`config.mk`:
```
export PLATFORM = sky130hd
export DESIGN_NAME = multitap_text_entry_core_flat
export DESIGN_NICKNAME = d
export VERILOG_FILES = /design/src/rtl/mte_pkg.sv /design/src/rtl/mte_if.sv /design/src/rtl/multitap_text_entry_core.sv /design/src/flat_wrapper.sv
export VERILOG_INCLUDE_DIRS = /design/src /design/src/rtl
export SDC_FILE = /design/constraint.sdc
export NUM_CORES = 1
export LEC_CHECK = 0
export ABC_AREA = 1
export ABC_CLOCK_PERIOD_IN_PS = 5800
export BUFFER_PORTS_ARGS = -buffer_cell sky130_fd_sc_hd__buf_2
export CORE_MARGIN = 4
export CORE_UTILIZATION = 55
export CTS_CLUSTER_DIAMETER = 150
export CTS_CLUSTER_SIZE = 10
export DETAILED_ROUTE_END_ITERATION = 16
export PLACE_DENSITY_LB_ADDON = 0.2
export RECOVER_POWER = 50
export SLEW_MARGIN = 20
export SYNTH_ARGS = -nofsm -noshare
export SYNTH_HDL_FRONTEND = slang
export SYNTH_SLANG_ARGS = --single-unit
```
`constraint.sdc`:
```
create_clock -name clk -period 5.8 [get_ports clk]
set_input_delay 1.16 -clock clk [delete_from_list [all_inputs] [get_ports clk]]
set_output_delay 1.16 -clock clk [all_outputs]
set_load 0.03 [all_outputs]
```
`src/rtl/multitap_text_entry_core_macros.svh`:
```
// Assertion macros shared by the text entry RTL.
// Each expects signals named clk and rst in the module that uses it.
`ifndef MULTITAP_TEXT_ENTRY_CORE_MACROS_SVH
`define MULTITAP_TEXT_ENTRY_CORE_MACROS_SVH

// Consequent checked in the same cycle as the antecedent.
`define MTE_ASSERT_SAME(label, ante, cons, msg) \
  label: assert property (@(posedge clk) disable iff (rst) (ante) |-> (cons)) \
    else $error(msg);

// Consequent checked in the cycle after the antecedent.
`define MTE_ASSERT_NEXT(label, ante, cons, msg) \
  label: assert property (@(posedge clk) disable iff (rst) (ante) |=> (cons)) \
    else $error(msg);

`endif

```
`src/rtl/mte_pkg.sv`:
```
// ----------------------------------------------------------------------------
// mte_pkg
// Types, register codes and keypad character tables for the text entry core.
// ----------------------------------------------------------------------------
package mte_pkg;

  typedef logic [3:0] key_t;
  typedef logic [2:0] tap_t;
  typedef logic [6:0] char_t;

  // Configuration register indexes
  typedef enum logic [2:0] {
    REG_COMMIT_TICKS = 3'd0,
    REG_CHAR_STEP    = 3'd1,
    REG_LINE_LIMIT   = 3'd2,
    REG_LINE_STEP    = 3'd3,
    REG_SCREEN_LIMIT = 3'd4
  } cfg_reg_t;

  localparam int unsigned CFG_DATA_W = 8;

  localparam logic [7:0] COMMIT_TICKS_RST = 8'd10;
  localparam logic [3:0] CHAR_STEP_RST    = 4'd7;
  localparam logic [6:0] LINE_LIMIT_RST   = 7'd120;
  localparam logic [3:0] LINE_STEP_RST    = 4'd8;
  localparam logic [5:0] SCREEN_LIMIT_RST = 6'd60;

  localparam logic [7:0] IDLE_MAX   = 8'd255;
  localparam char_t      SPACE_CHAR = 7'd32;

  // Number of characters on a key; single-character and unknown keys give 1.
  function automatic tap_t key_len(input key_t key);
    tap_t len;
    case (key)
      4'd0:    len = 3'd2;
      4'd2, 4'd3, 4'd4, 4'd5, 4'd6, 4'd8: len = 3'd4;
      4'd7, 4'd9: len = 3'd5;
      default: len = 3'd1;
    endcase
    return len;
  endfunction

  // Character at position idx of a key; idx is below key_len(key).
  function automatic char_t key_char(input key_t key, input tap_t idx);
    logic [7:0] chars [5];
    char_t      ch;
    case (key)
      4'd0:    chars = '{" ", "0", 8'h00, 8'h00, 8'h00};
      4'd1:    chars = '{"1", 8'h00, 8'h00, 8'h00, 8'h00};
      4'd2:    chars = '{"A", "B", "C", "2", 8'h00};
      4'd3:    chars = '{"D", "E", "F", "3", 8'h00};
      4'd4:    chars = '{"G", "H", "I", "4", 8'h00};
      4'd5:    chars = '{"J", "K", "L", "5", 8'h00};
      4'd6:    chars = '{"M", "N", "O", "6", 8'h00};
      4'd7:    chars = '{"P", "Q", "R", "S", "7"};
      4'd8:    chars = '{"T", "U", "V", "8", 8'h00};
      4'd9:    chars = '{"W", "X", "Y", "Z", "9"};
      4'd10:   chars = '{"*", 8'h00, 8'h00, 8'h00, 8'h00};
      4'd11:   chars = '{"#", 8'h00, 8'h00, 8'h00, 8'h00};
      default: chars = '{" ", 8'h00, 8'h00, 8'h00, 8'h00};
    endcase
    if (idx > 3'd4) begin
      ch = chars[0][6:0];
    end else begin
      ch = chars[idx][6:0];
    end
    return ch;
  endfunction

endpackage

```
`src/rtl/mte_if.sv`:
```
// ----------------------------------------------------------------------------
// mte_key_if / mte_draw_if
// Valid/ready channels for key and tick items in, draw items out.
// ----------------------------------------------------------------------------
interface mte_key_if;
  logic       valid;
  logic       ready;
  logic       func;
  logic [3:0] key_code;

  modport source (output valid, output func, output key_code, input ready);
  modport sink   (input valid, input func, input key_code, output ready);
endinterface

interface mte_draw_if;
  logic       valid;
  logic       ready;
  logic [6:0] char_code;
  logic [6:0] column;
  logic [5:0] row;
  logic       clear_screen;

  modport source (output valid, output char_code, output column, output row,
                  output clear_screen, input ready);
  modport sink   (input valid, input char_code, input column, input row,
                  input clear_screen, output ready);
endinterface

```
`src/rtl/multitap_text_entry_core.sv`:
```
// ----------------------------------------------------------------------------
// multitap_text_entry_core
// Multi-tap keypad text entry: keys cycle letters, ticks time out the tap.
// ----------------------------------------------------------------------------
// Path: an accepted key item loads the input register, then moves on to the
// result register when that is empty or draw_out.ready takes its draw item.
// Throughput: one item per cycle unless draw_out.ready stalls the result
// register. Ticks give no draw item. Reset is synchronous: cursor and tap
// state clear, configuration registers return to their defaults.
`include "multitap_text_entry_core_macros.svh"

module multitap_text_entry_core
  import mte_pkg::*;
(
  input  logic                  clk,
  input  logic                  rst,
  input  logic                  cfg_we,
  input  logic [2:0]            cfg_index,
  input  logic [CFG_DATA_W-1:0] cfg_data,
  mte_key_if.sink               key_in,
  mte_draw_if.source            draw_out
);

  // configuration
  logic [7:0] commit_ticks;
  logic [3:0] char_step;
  logic [6:0] line_limit;
  logic [3:0] line_step;
  logic [5:0] screen_limit;

  // input register
  logic in_valid;
  logic in_func;
  key_t in_key;

  // state
  logic [7:0] cursor_x;
  logic [6:0] cursor_y;
  tap_t       tap_index;
  key_t       previous_key;
  logic       started;
  logic       pending_commit;
  logic [7:0] idle_count;
  logic [7:0] drawn_x;

  // result register
  logic  out_valid;
  char_t out_char;
  logic [6:0] out_column;
  logic [5:0] out_row;
  logic  out_clear;

  // next values
  logic [7:0] cursor_x_next;
  logic [6:0] cursor_y_next;
  tap_t       tap_index_next;
  logic       pending_commit_next;
  logic [7:0] idle_count_next;
  char_t      char_next;
  logic       clear_next;

  logic       fire;
  logic       new_key;
  logic [7:0] cx_step;
  logic [7:0] cx_adv;
  logic [6:0] cy_wrap;
  tap_t       tap_base;
  tap_t       len;
  tap_t       idx;
  tap_t       idx_inc;

  assign fire         = in_valid && (!out_valid || draw_out.ready);
  assign key_in.ready = !in_valid || fire;

  assign draw_out.valid        = out_valid;
  assign draw_out.char_code    = out_char;
  assign draw_out.column       = out_column;
  assign draw_out.row          = out_row;
  assign draw_out.clear_screen = out_clear;

  assign cx_step = cursor_x + {4'd0, char_step};

  always_comb begin
    cursor_x_next       = cursor_x;
    cursor_y_next       = cursor_y;
    tap_index_next      = tap_index;
    pending_commit_next = pending_commit;
    idle_count_next     = idle_count;
    char_next           = SPACE_CHAR;
    clear_next          = 1'b0;
    new_key             = started && (previous_key != in_key);
    cx_adv              = cursor_x;
    cy_wrap             = cursor_y;
    tap_base            = tap_index;
    len                 = key_len(in_key);
    idx                 = 3'd0;
    idx_inc             = 3'd0;
    if (!in_func) begin
      // tick: once idle count reaches commit_ticks, time out the tap cycle and commit the pending advance
      if (idle_count >= commit_ticks) begin
        tap_index_next = 3'd0;
        if (pending_commit) begin
          cursor_x_next       = cx_step;
          pending_commit_next = 1'b0;
        end
      end
      if (idle_count != IDLE_MAX) begin
        idle_count_next = idle_count + 8'd1;
      end
    end else begin
      idle_count_next     = 8'd0;
      pending_commit_next = 1'b1;
      if (new_key) begin
        tap_base = 3'd0;
        if (drawn_x == cursor_x) begin
          cx_adv = cx_step;
        end
      end
      cursor_x_next = cx_adv;
      if (cx_adv >= {1'b0, line_limit}) begin
        cursor_x_next = 8'd0;
        cy_wrap       = cursor_y + {3'd0, line_step};
      end
      cursor_y_next = cy_wrap;
      if (cy_wrap >= {1'b0, screen_limit}) begin
        cursor_x_next = 8'd0;
        cursor_y_next = 7'd0;
        clear_next    = 1'b1;
      end
      idx       = (tap_base >= len) ? 3'd0 : tap_base;
      char_next = key_char(in_key, idx);
      idx_inc   = idx + 3'd1;
      if (len > 3'd1) begin
        tap_index_next = (idx_inc >= len) ? 3'd0 : idx_inc;
      end else begin
        tap_index_next = tap_base;
      end
    end
  end

  always_ff @(posedge clk) begin
    if (rst) begin
      commit_ticks <= COMMIT_TICKS_RST;
      char_step    <= CHAR_STEP_RST;
      line_limit   <= LINE_LIMIT_RST;
      line_step    <= LINE_STEP_RST;
      screen_limit <= SCREEN_LIMIT_RST;
    end else if (cfg_we) begin
      case (cfg_index)
        REG_COMMIT_TICKS: commit_ticks <= cfg_data[7:0];
        REG_CHAR_STEP:    char_step    <= cfg_data[3:0];
        REG_LINE_LIMIT:   line_limit   <= cfg_data[6:0];
        REG_LINE_STEP:    line_step    <= cfg_data[3:0];
        REG_SCREEN_LIMIT: screen_limit <= cfg_data[5:0];
        default: ;
      endcase
    end
  end

  always_ff @(posedge clk) begin
    if (rst) begin
      in_valid       <= 1'b0;
      out_valid      <= 1'b0;
      cursor_x       <= 8'd0;
      cursor_y       <= 7'd0;
      tap_index      <= 3'd0;
      previous_key   <= '0;
      started        <= 1'b0;
      pending_commit <= 1'b0;
      idle_count     <= 8'd0;
      drawn_x        <= 8'd0;
    end else begin
      if (key_in.ready) begin
        in_valid <= key_in.valid;
      end
      if (fire && in_func) begin
        out_valid <= 1'b1;
      end else if (draw_out.ready) begin
        out_valid <= 1'b0;
      end
      if (fire) begin
        cursor_x       <= cursor_x_next;
        cursor_y       <= cursor_y_next;
        tap_index      <= tap_index_next;
        pending_commit <= pending_commit_next;
        idle_count     <= idle_count_next;
        if (in_func) begin
          started      <= 1'b1;
          previous_key <= in_key;
          drawn_x      <= cursor_x_next;
        end
      end
    end
  end

  // payload registers
  always_ff @(posedge clk) begin
    if (key_in.valid && key_in.ready) begin
      in_func <= key_in.func;
      in_key  <= key_in.key_code;
    end
    if (fire && in_func) begin
      out_char   <= char_next;
      out_column <= cursor_x_next[6:0];
      out_row    <= cursor_y_next[5:0];
      out_clear  <= clear_next;
    end
  end

  `MTE_ASSERT_NEXT(a_key_gives_draw, fire && in_func, out_valid, "key item gave no draw item")
  `MTE_ASSERT_NEXT(a_tick_no_draw, fire && !in_func && !out_valid, !out_valid,
                   "tick item produced a draw item")
  `MTE_ASSERT_SAME(a_tap_in_range, 1'b1, tap_index < 3'd5, "tap index out of range")
  `MTE_ASSERT_SAME(a_clear_homes, out_valid && out_clear,
                   out_column == 7'd0 && out_row == 6'd0, "clear without cursor home")
  `MTE_ASSERT_NEXT(a_key_resets_idle, fire && in_func, idle_count == 8'd0,
                   "idle count not cleared by key")

endmodule
```
`src/flat_wrapper.sv`:
```
// flat-port wrapper written by rule: the top's interface ports become plain ports
module multitap_text_entry_core_flat import mte_pkg::*;
  (clk, rst, cfg_we, cfg_index, cfg_data, key_in_valid, key_in_func, key_in_key_code, key_in_ready, draw_out_valid, draw_out_char_code, draw_out_column, draw_out_row, draw_out_clear_screen, draw_out_ready);
  mte_key_if key_in_i ();
  mte_draw_if draw_out_i ();
  input  logic clk;
  input  logic rst;
  input  logic cfg_we;
  input  logic [2:0] cfg_index;
  input  logic [CFG_DATA_W-1:0] cfg_data;
  input wire logic [$bits(key_in_i.valid)-1:0] key_in_valid;
  input wire logic [$bits(key_in_i.func)-1:0] key_in_func;
  input wire logic [$bits(key_in_i.key_code)-1:0] key_in_key_code;
  output wire logic [$bits(key_in_i.ready)-1:0] key_in_ready;
  output wire logic [$bits(draw_out_i.valid)-1:0] draw_out_valid;
  output wire logic [$bits(draw_out_i.char_code)-1:0] draw_out_char_code;
  output wire logic [$bits(draw_out_i.column)-1:0] draw_out_column;
  output wire logic [$bits(draw_out_i.row)-1:0] draw_out_row;
  output wire logic [$bits(draw_out_i.clear_screen)-1:0] draw_out_clear_screen;
  input wire logic [$bits(draw_out_i.ready)-1:0] draw_out_ready;
  assign key_in_i.valid = key_in_valid;
  assign key_in_i.func = key_in_func;
  assign key_in_i.key_code = key_in_key_code;
  assign key_in_ready = key_in_i.ready;
  assign draw_out_valid = draw_out_i.valid;
  assign draw_out_char_code = draw_out_i.char_code;
  assign draw_out_column = draw_out_i.column;
  assign draw_out_row = draw_out_i.row;
  assign draw_out_clear_screen = draw_out_i.clear_screen;
  assign draw_out_i.ready = draw_out_ready;
  multitap_text_entry_core u_core (.clk(clk), .rst(rst), .cfg_we(cfg_we), .cfg_index(cfg_index), .cfg_data(cfg_data), .key_in(key_in_i), .draw_out(draw_out_i));
endmodule
```
* Word level (Yosys, flattened, before mapping)
Memory sizes are Yosys's and may differ from the RTL's. A register that Yosys moved wholly into a read port is not among the register bits. Index checks and enable logic that the tools add are counted.
Storage, ports and cells: flip-flop bits (word level) 97, ROM bits 576, output and inout bits 23, word-level logic and storage cells 97, memories 2
Operators by class: $add $sub $neg 4, $lt $le $gt $ge 8, equality and inequality tests 7, mux-type cells 33, bitwise logic cells 1, reductions and logical operators 20
Memories:
- (name not given) | words 16, width 33, rd ports 1, clocked after memory_dff 1, write ports 0, RTL line mte_pkg.sv:47 | case (key)
- (name not given) | words 16, width 3, rd ports 1, clocked after memory_dff 1, write ports 0, RTL line mte_pkg.sv:34 | case (key)
Operators by type and width (count):
- two-way mux 8 bit | 10
- two-way mux 7 bit | 6
- two-way mux 40 bit | 1
- binary-select mux 8 bit (select 3 bit) | 1
- two-way mux 3 bit | 7
- AND reduction 2 bit | 8
- adder 8 x 1 -> 8 bit, second input constant | 1
- adder 8 x 4 -> 8 bit | 1
- equality test 8 bit | 1
- >= comparator 8 x 7 -> 1 bit | 1
- >= comparator 8 bit | 1
- two-way mux 4 bit | 2
- inequality test 8 bit, second input constant | 1
- adder 7 x 4 -> 7 bit | 1
- >= comparator 7 x 6 -> 1 bit | 1
- equality test 3 x 2 -> 1 bit, second input constant | 2
- >= comparator 3 bit | 2
- two-way mux 6 bit | 1
- nonzero test 2 bit | 3
- two-way mux 1 bit | 5
- >= comparator 4 bit, second input constant | 1
- logical AND 1 bit | 4
- inequality test 4 bit | 1
- inverter 3 -> 4 bit | 1
- other kinds (8) | 10

* Longest topological paths before layout
Gate-level depths: netlist of run 1.
depth after elaboration 11, depth in mapped cells 37

* Worst setup path before layout of run 1
Ideal clock, no wire load.
path kind register to register, from register u_core.cursor_x[2], to register u_core.out_clear (netlist: u_core.draw_out.clear_screen) (data pin), setup time 253 ps, arrival time 3742 ps, data required time 5547 ps, slack 1805 ps, stages on the path, launching flop included 27, path buffers 1, path through dfxtp_1 > ha_1 > nand3_1 > nand3_1 > a21oi_1 > or2_2 > nand2_1 > nand2_1 > nand2_1 > inv_1 > ha_1 > a21oi_1 > nand2_1 > nand2_1 > nand2_4 > buf_6 > nand2_1 > o21ai_0 > ha_1 > nand3_1 > o211ai_1 > nand3_1 > nand2_1 > a21oi_1 > nand3_2 > nand2_4 > inv_1
On the way: word-level cells in the longest chain between the ends 9
RTL lines:
- from (decl) | RTL line multitap_text_entry_core.sv:37 | logic [7:0] cursor_x;
- from (signal assigned) | RTL line multitap_text_entry_core.sv:182 | cursor_x <= cursor_x_next;
- adder 8 x 4 -> 8 bit or equality test 8 bit (tied branches) | RTL line multitap_text_entry_core.sv:81, multitap_text_entry_core.sv:115
- two-way mux 8 bit | RTL line multitap_text_entry_core.sv:115 | if (drawn_x == cursor_x) begin
- two-way mux 8 bit (*) | RTL line multitap_text_entry_core.sv:113 | if (new_key) begin
- two-way mux 8 bit (*) | RTL line multitap_text_entry_core.sv:98 | if (!in_func) begin
- >= comparator 8 x 7 -> 1 bit (*) | RTL line multitap_text_entry_core.sv:120 | if (cx_adv >= {1'b0, line_limit}) begin
- two-way mux 7 bit (*) | RTL line multitap_text_entry_core.sv:120
- two-way mux 7 bit (*) | RTL line multitap_text_entry_core.sv:98
- >= comparator 7 x 6 -> 1 bit (*) | RTL line multitap_text_entry_core.sv:125 | if (cy_wrap >= {1'b0, screen_limit}) begin
- two-way mux 1 bit (*) | RTL line multitap_text_entry_core.sv:125
- to (signal assigned) | RTL line multitap_text_entry_core.sv:206 | out_clear <= clear_next;
- to (decl) | RTL line multitap_text_entry_core.sv:51 | logic out_clear;
Mark *: on every way between the ends. The rest lies on a longest branch, timed or not. The select of a mux whose other input is x is not followed. A chain may end at the register's enable or synchronous reset.

* Worst setup path after layout of run 1
from register u_core.cursor_x[4], to register u_core.out_clear (netlist: u_core.draw_out.clear_screen) (data pin)
Same word-level chain as after synthesis.

==> results of run 1 <==
where the power goes:
group | leakage, nW | switching (mW) | internal, mW
clock | 0.287 | 0.434 | 0.604
combinational | 2.26 | 0.170 | 0.0844
sequential | 1.05 | 0.0263 | 0.926
synth_stat cells, types with 4 or more instances:
master and count:
nor2_2 9, nand4_1 12, dfxtp_1 98, edfxtp_1 26, nor3_1 4, inv_1 144
o21ai_0 69, nand3_1 41, o211ai_1 23, xor2_1 6, nand2_1 220, o22ai_1 17
nand2_2 6, buf_2 5, a21oi_1 55, clkbuf_1 15, ha_1 43, nor2_1 70
routing by layer:
metal	up-vias	share of wire [%]	GRT usage, %
li1	2997	-	-
met4	0	1.6	7.985
met5	-	0	0
met1	2525	47	29.51
met3	21	5.3	5.622
met2	127	46	35.75
per-stage QoR:
step / cell area [um2] / power [mW] / hold slack, ps
after floorplan: 6624 / 1.157 / 430.0
after global placement: 6920 / 1.223 / 450.3
after detailed placement: 6920 / 1.225 / 455.6
after CTS: 7495 / 2.256 / 465.0
after global routing: 7450 / 2.341 / 486.8
final: 7450 / 2.245 / 466.2
final cells by class:
type,count,area (um2)
clock buffer,17,425.4
multi-input combinational,602,3212
sequential,124,2743
tap,143,178.9
inverter,147,551.8
clock inverter,15,148.9
timing repair buffer,45,190.2
fill,1033,4164
cell families after synthesis:
| logic type | Yosys count | synth area share [%] |
|---|---|---|
| fa+ha+maj | 45 | 8.727 |
| buf+inv | 171 | 10.07 |
| simple gates | 373 | 23.84 |
| flops | 124 | 41.41 |
| xor+xnor | 9 | 1.190 |
| compound gates | 175 | 14.77 |
worst max path at each step:
stage / startpoint / end / slack (ps) / depth (start not counted)
after floorplan: u_core.cursor_x[2] / u_core.draw_out.clear_screen / 1810 / 26
after global placement: u_core.cursor_x[2] / u_core.draw_out.clear_screen / 1270 / 28
after detailed placement: u_core.cursor_x[2] / u_core.draw_out.row[3] / 1210 / 29
after CTS: u_core.cursor_x[2] / u_core.draw_out.row[3] / 1200 / 29
after global routing: u_core.cursor_x[4] / u_core.cursor_y[3] / 640 / 33
final: u_core.cursor_x[4] / u_core.draw_out.clear_screen / 1180 / 34
worst max-delay path: cells and delay by family, from the launching register on:
family | cells | cell delay, ps
compound gates | 4 | 820
buf+inv | 4 | 210
fa+ha+maj | 2 | 580
flops | 1 | 470
simple gates | 24 | 2270
==> flow_summary.yaml, run 1 <==
outcome:
  status: "finished, violations left"
  violations: "capacitance limit, slew limit"
detailed_routing:
  via_count: 5670
  drt_iter0_drc: 479
  wl_per_cell_um: 13.80
  drt_wl_total_mm: 15.09
  firstDrtPassIters: 5
  route.detailed.drc: 0
  detail-route-antenna-nets: 0
  via_per_inst: 5.188
layout:
  final_core_util_pct: 64.15
  layout.nets: 1003
  final_cell_mix: "221 x nand2_1, 144 x inv_1, 98 x dfxtp_1"
  final_common_cell: "nand2_1"
  final_cells: 1093
  area_delta_synth_final_pct: 12.47
  drive_gt1_share_pct: 8.211
  antennaDiodeCount: 0
place:
  hpwl_mm: 11.22
  dp_cells: 1061
  pre_cts_ws_ps: 1212
  numPortBuffers: 43
  place_congestion: 0.9328
timing:
  tightest_slew_ps: 1608
  setup_viol: 0
  rsz0062_at_grt: "no"
  fmax_mhz: 216.4
  post-route-period-util_pct: 79.69
  finalHoldViolCount: 0
  slew_violations: 43
  fin_setup_tns_ps: 0
  max_slew_margin_pct: -7.228
  setup_slack_ps: 1178
  skew_ps: 9.293
  period_minus_slack_ps: 4622
cts:
  post_cts_resized: 0
  clock-sinks: 124
  cts_max_level: 4
  numCtsBuffers: 17
  clock_path_buffers: 2
  cts_tree: "built"
  clock_latency_ps: 430
  postCtsSetupBuffers: 0
  hold_buffers: 0
  path_clk_slew_ps: 60
  cts_root_buffer: "clkbuf_16"
worst_hold_path:
  holdPathEnd: "u_core.tap_index[2]"
  whs_path_depth: 2
  hold_path.class: "reg -> reg"
  min_from: "u_core.tap_index[2]"
critical_path:
  worst_ep_required_time_ps: 5980
  slowest_delay_ps: 480
  rr_startpoint: "u_core.cursor_x[4]"
  cp-end-kind: "register"
  rr_worst_depth: 34
  crit_path_top_delay_cell: "a21oi_1"
  worst_setup_path_start_kind: "register"
  path_max_fanout: 16
  path_class: "reg -> reg"
  r2r_end: "u_core.draw_out.clear_screen"
  r2r_slack_ps: 1180
  arrival_ps: 4800
  cp_common_cell: "nand2_1"
floorplanning:
  num_rows: 39
  core_area_um2: 11610
  dieArea_um2: 13860
  start_util_pct: 57.04
  ios: 44
  fp.dieW_um: 117.7
  die_h_um: 117.7
power_and_ir_drop:
  power_density_nw_per_um2: 301.4
  peakVddDrop_v: 0.0002386
  p_leak_nw: 3.594
synthesis:
  yosysWarnings: 0
  yosys.area.top_type: "dfxtp_1"
  synth_fp_nets: 963
  synthArstFlopShare_pct: 0
  yosysUniqueCellTypes: 36
  syn_inst: 897
  synthesis.area_um2: 6624
  ys.flop_type: "dfxtp_1"
  synth_seq_cells: 124
  synth_top_area_share_pct: 29.62
  syn_avg_cell_area_um2: 7.384
  synth-edff-count: 26
  synth-seq-area-share_pct: 41.41
  yosys-top-cells-area: "dfxtp_1 30%, nand2_1 12%, edfxtp_1 12%, inv_1 8.2%, ha_1 8.1%"
global_route:
  antenna_found_initial: 0
  grt_max_degree: 43
  grtUsageTotal_pct: 22.37
  grt_pass1_wl_mm: 25.01
  grt.overflow.total: 0
  grt_pass1_vias: 5244
run:
  drv_cap: 1
No activity file was read; power rests on OpenSTA's default activity.
==> run 2: changes to the inputs <==
Settings changed: ABC_AREA 1 to 0, ABC_CLOCK_PERIOD_IN_PS 5800 to 4750.
Clock period 5.8 ns to 4.75 ns, I/O delays scaled along.
==> flow_summary.yaml, run 2 <==
timing:
  slew_violations: 0
  rsz0062_at_grt: "yes"
  setup_viol: 34
  max_slew_margin_pct: 36.16
  fmax_mhz: 192.3
  hold-worst-slack_ps: 460.6
  setup_slack_ps: -449.1
  finalHoldViolCount: 0
  tightest_slew_ps: 954.0
  period_minus_slack_ps: 5199
  post-route-period-util_pct: 109.5
  skew_ps: 6.949
synthesis:
  yosysUniqueCellTypes: 70
  yosysMostFrequentCell: "dfxtp_1"
  synthesis.area_um2: 6514
  synth-edff-count: 26
  synthTopCellsByCount: "98 x dfxtp_1, 81 x nand2_1, 64 x nor2_1, 50 x inv_1, 43 x ha_1"
  yosys.area.top_type: "dfxtp_1"
  ys.flop_type: "dfxtp_1"
  yosys-top-cells-area: "dfxtp_1 30%, edfxtp_1 12%, ha_1 8.3%, mux2i_1 4.9%, nand2_1 4.7%"
  synth_fp_nets: 774
  synth_seq_cells: 124
  synth_top_area_share_pct: 30.12
  yosysWarnings: 0
  syn_avg_cell_area_um2: 9.200
  syn_inst: 708
  synth-seq-area-share_pct: 42.11
  synthArstFlopShare_pct: 0
floorplanning:
  fp.dieW_um: 116.8
  ios: 44
  start_util_pct: 56.56
  dieArea_um2: 13650
  num_rows: 39
  core_area_um2: 11520
  die_h_um: 116.8
cts:
  cts_tree: "built"
  clock_path_buffers: 2
  cts_root_buffer: "clkbuf_16"
  hold_buffers: 0
  cts_max_level: 4
  clock_latency_ps: 420
  path_clk_slew_ps: 60
  numCtsBuffers: 17
  clock-sinks: 124
layout:
  antennaDiodeCount: 0
  final_common_cell: "dfxtp_1"
  drive_gt1_share_pct: 21.29
  final_core_util_pct: 71.53
  area_delta_synth_final_pct: 26.47
  num-fill-cells: 823
  layout.nets: 875
  final_cell_mix: "97 x dfxtp_1, 79 x nand2_1, 62 x nor2_1"
critical_path:
  crit_path_top_delay_cell: "o311ai_0"
  crit_chain: "xor2_2 > o41ai_4 > buf_4 > or3_4 > nor2_4 > xor2_2 > ha_1 > a2111oi_4 > o21a_2 > o2111ai_4 > nand2_4 > mux2_4 > inv_2 > ha_4 > nand2b_4 > a2111o_1 > a31oi_2 > o211ai_1 > o311ai_0 > buf_4"
  cp-end-kind: "register"
  crit_family: "compound AO/OA/AOI/OAI gates"
  arrival_ps: 5490
  worst_ep_required_time_ps: 5040
  path_class: "reg -> reg"
  worst_setup_path_start_kind: "register"
  path_max_fanout: 4
  cp.buffers_inverters: 3
  r2r_slack_ps: -450
  slowest_delay_ps: 560
outcome:
  status: "finished, violations left"
  violations: "setup timing"
power_and_ir_drop:
  power_density_nw_per_um2: 335.3
  p_leak_nw: 3.548
  peakVddDrop_v: 0.0002768
place:
  numPortBuffers: 43
  place_congestion: 0.9338
  hpwl_mm: 11.90
detailed_routing:
  via_count: 5634
  firstDrtPassIters: 5
  wl_per_cell_um: 17.77
  via_per_inst: 5.838
  drt_iter0_drc: 437
  detail-route-antenna-nets: 0
  drt_wl_total_mm: 17.15
  route.detailed.drc: 0
global_route:
  grtUsageTotal_pct: 25.69
  grt.overflow.total: 0
  antenna_found_initial: 0
  grt_pass1_wl_mm: 26.84
  grt_pass1_vias: 5500
  grt_max_degree: 45
run:
  drv_cap: 0
worst_hold_path:
  hold_path.class: "reg -> reg"
run 2: cell types whose count changed after synthesis, moves of 10 or more:
cell	previous run	this run
a21o_1	0	11
a21oi_1	55	38
inv_1	144	50
mux2i_1	0	32
nand2_1	220	81
nand3_1	41	9
o211ai_1	23	13
o21ai_0	69	38
o22ai_1	17	7
xnor2_1	3	13
run 2: worst paths after layout:
path | start | to | cells after the start
min | u_core.commit_ticks[4] | u_core.commit_ticks[4] | 2
min reg2reg | u_core.commit_ticks[4] | u_core.commit_ticks[4] | 2
max | u_core.in_key[1] | u_core.draw_out.row[5] | 20
max reg2reg | u_core.in_key[1] | u_core.draw_out.row[5] | 20
run 2: layout make-up:
class / instances / area, um2 / share of cell area [%]
Clock buffer: 21 / 471.7 / 5.726
Clock inverter: 11 / 128.9 / 1.564
Inverter: 50 / 187.7 / 2.278
Multi-Input combinational cell: 507 / 3792 / 46.04
Sequential cell: 124 / 2744 / 33.31
Tap cell: 143 / 178.9 / 2.172
Timing Repair Buffer: 109 / 734.5 / 8.916
run 2: report_power, final:
part           internal (mW)  switching, mW  total, mW  leakage, nW
combinational          0.120          0.191      0.312         2.21
clock                  0.823          0.482       1.31        0.294
sequential              1.12         0.0235       1.15         1.04
run 2: worst min-delay path, delay by kind of cell, from the launching register on:
kind | cells | cell delay (ps)
simple gates | 1 | 50
flops | 1 | 310
compound gates | 1 | 50
run 2: logic make-up after synthesis:
kind of cell,count (synthesis),synth area share [%]
buffers and inverters,77,4.591
AOI/OAI and AO/OA,182,19.55
and+or+nand+nor,218,15.41
adders and majority gates,45,8.874
muxes,38,6.128
DFF,124,42.11
xor gates and xnor gates,24,3.342
run 2: timing repair:
item	CTS	global route
setup buffers	15	7
resized for setup	29	26
pin swaps	24	27
setup endpoints to repair	34	34
cloned	0	1
run 2: routing by layer:
layer	vias up	share of wire [%]	wire [um]	global-route usage, %
met5	-	0	0	0
met4	0	1.8	311	9.251
met3	31	5.7	970	5.398
met2	187	50	8570	45.70
met1	2689	43	7292	30.61
li1	2727	-	-	-
run 2: per-stage QoR:
stage	setup WS, ps	instance area, um2	power (mW)	setup TNS, ps	instances
finish	-449.1	8238	2.762	-8858	965
global route	-557.9	8238	2.860	-14630	965
CTS	-386.9	8059	2.759	-6836	957
detailed placement	-525.8	7293	1.447	-11630	920
global placement	-379.8	7293	1.439	-7906	920
floorplan	-176.5	6581	1.348	-1933	708
==> run 3: changes to the inputs <==
Settings changed: CORE_UTILIZATION 55 to 44, SKIP_LAST_GASP from default to 1.
==> flow_summary.yaml, run 3 (same netlist as run 2, synthesis figures left out) <==
cts:
  hold_buffers: 0
  cts_root_buffer: "clkbuf_16"
  clock-sinks: 124
  clock_latency_ps: 430
  numCtsBuffers: 17
  cts_max_level: 4
  cts_tree: "built"
  clock_path_buffers: 2
  path_clk_slew_ps: 60
timing:
  max_slew_margin_pct: -46.91
  tightest_slew_ps: 2204
  period_minus_slack_ps: 5071
  slew_violations: 44
  fin_setup_tns_ps: -6746
  setup_slack_ps: -320.7
  hold-worst-slack_ps: 453.0
  fmax_mhz: 197.2
  skew_ps: 6.647
  post-route-period-util_pct: 106.8
  setup_viol: 34
  finalHoldViolCount: 0
  rsz0062_at_grt: "yes"
global_route:
  antenna_found_initial: 0
  grt_pass1_vias: 5773
  grt_pass1_wl_mm: 28.39
  grt.overflow.total: 0
  grt_max_degree: 44
  grtUsageTotal_pct: 21.67
critical_path:
  worst_ep_required_time_ps: 5070
  rr_startpoint: "u_core.cursor_x[0]"
  path_class: "reg -> reg"
  crit_family: "compound AO/OA/AOI/OAI gates"
  slowest_delay_ps: 450
  crit_chain: "ha_2 > fa_2 > a21o_1 > a21o_1 > and3_1 > nand2_2 > xnor2_2 > ha_2 > a2111oi_4 > o21a_2 > o2111ai_4 > nand2_4 > buf_6 > mux2_4 > ha_1 > o21ai_0 > nand2b_1 > a31oi_2 > o211ai_1 > a211oi_2 > buf_4 > buf_4 > o21a_1 > o31a_1"
  cp.buffers_inverters: 3
  arrival_ps: 5390
  worst_setup_path_start_kind: "register"
  crit_path_start: "u_core.cursor_x[0]"
  cp-end-kind: "register"
  crit_path_top_delay_cell: "o211ai_1"
  path_max_fanout: 4
worst_hold_path:
  min_from: "u_core.commit_ticks[7]"
  hold_path.class: "reg -> reg"
power_and_ir_drop:
  peakVddDrop_v: 0.0002688
  cell_internal_pwr_mw: 2.191
  p_leak_nw: 3.620
  power_frac_clock_pct: 49.8
  power_density_nw_per_um2: 347.1
  switching_share_pct: 24.25
  p_sw_mw: 0.7011
  p_seq_share_pct: 39.6
  p_comb_share_pct: 10.6
run:
  drv_cap: 1
floorplanning:
  dieArea_um2: 16810
  num_rows: 44
  die_h_um: 129.7
  core_area_um2: 14530
  start_util_pct: 44.82
  ios: 44
  fp.dieW_um: 129.7
layout:
  final_cell_mix: "96 x dfxtp_1, 78 x nand2_1, 69 x buf_4"
  final_core_util_pct: 57.33
  layout.nets: 883
  area_delta_synth_final_pct: 27.91
  antennaDiodeCount: 0
  multi_input_area_um2: 3739
  num-fill-cells: 1269
  final_common_cell: "dfxtp_1"
  drive_gt1_share_pct: 22.53
  register_area_um2: 2745
detailed_routing:
  via_per_inst: 5.564
  drt_iter0_drc: 332
  detail-route-antenna-nets: 0
  firstDrtPassIters: 7
  wl_per_cell_um: 17.01
  route.detailed.drc: 0
  via_count: 5642
  drt_wl_total_mm: 17.25
outcome:
  violations: "capacitance limit, slew limit, setup timing"
  status: "finished, violations left"
place:
  numPortBuffers: 43
  place_congestion: 0.8947
  hpwl_mm: 12.19
## run 3: cell types whose count changed in the layout (fill, tap and decap cells not counted), moves of 2 or more
| cell | change |
|---|---|
| o21ai_2 | -2 |
| a32o_2 | +2 |
| o21ai_0 | +2 |
| clkbuf_16 | -2 |
| o22ai_4 | -4 |
| bufinv_16 | +3 |
| ha_2 | +2 |
| ha_1 | -2 |
| a32o_1 | -2 |
| o22ai_2 | +4 |
| buf_12 | -2 |
| buf_4 | +8 |
## run 3: per-layer routing
| layer | up-vias | wire length (um) | global-route usage, % |
|---|---|---|---|
| met1 | 2683 | 7457 | 26.32 |
| met3 | 45 | 919 | 4.658 |
| met2 | 157 | 8287 | 36.67 |
| li1 | 2757 | - | - |
| met5 | - | 0 | 0 |
| met4 | 0 | 587 | 10.15 |
## run 3: worst paths after layout
kind | slack (ps) | endpoint | cells after the start
min reg2reg | 450 | u_core.commit_ticks[7] | 2
max reg2reg | -320 | u_core.cursor_x[5] | 24
min | 450 | u_core.commit_ticks[7] | 2
max | -320 | u_core.cursor_x[5] | 24
## run 3: worst min-delay path: cells and delay by family (launching register included)
| family | cells | cell delay, ps |
|---|---|---|
| DFF | 1 | 310 |
| AOI/OAI and AO/OA | 1 | 50 |
| and+or+nand+nor | 1 | 50 |
## run 3: per-stage QoR
step	worst slack, ps	area, um2	power, mW	std cells
2_1_floorplan	-176.5	6581	1.348	708
3_3_place_gp	-499.9	7320	1.443	961
3_5_place_dp	-628.1	7320	1.450	961
4_1_cts	-345.1	8254	2.904	1009
5_1_grt	-571.3	8332	2.992	1014
6_report	-320.7	8332	2.892	1014
## run 3: area by class of cell
class	instances	area share (%)
sequential	124	32.95
multi-input combinational	507	44.87
clock inverter	13	2.523
tap	184	2.763
timing repair buffer	117	9.326
inverter	50	2.253
clock buffer	19	5.316
## run 3: timing repair
item                       in CTS  in global routing
pin swaps                      16                 13
setup buffers                  15                  6
resized for setup              36                 16
gates cloned                    1                  0
setup endpoints to repair      34                 34
## run 3: power by group through the flow
stage / sequential (mW) / clock, mW / combinational (mW)
2_1_floorplan: 1.17 / 0 / 0.174
5_1_grt: 1.15 / 1.50 / 0.338
4_1_cts: 1.15 / 1.46 / 0.300
3_5_place_dp: 1.17 / 0 / 0.283
6_report: 1.15 / 1.44 / 0.307
3_3_place_gp: 1.17 / 0 / 0.277
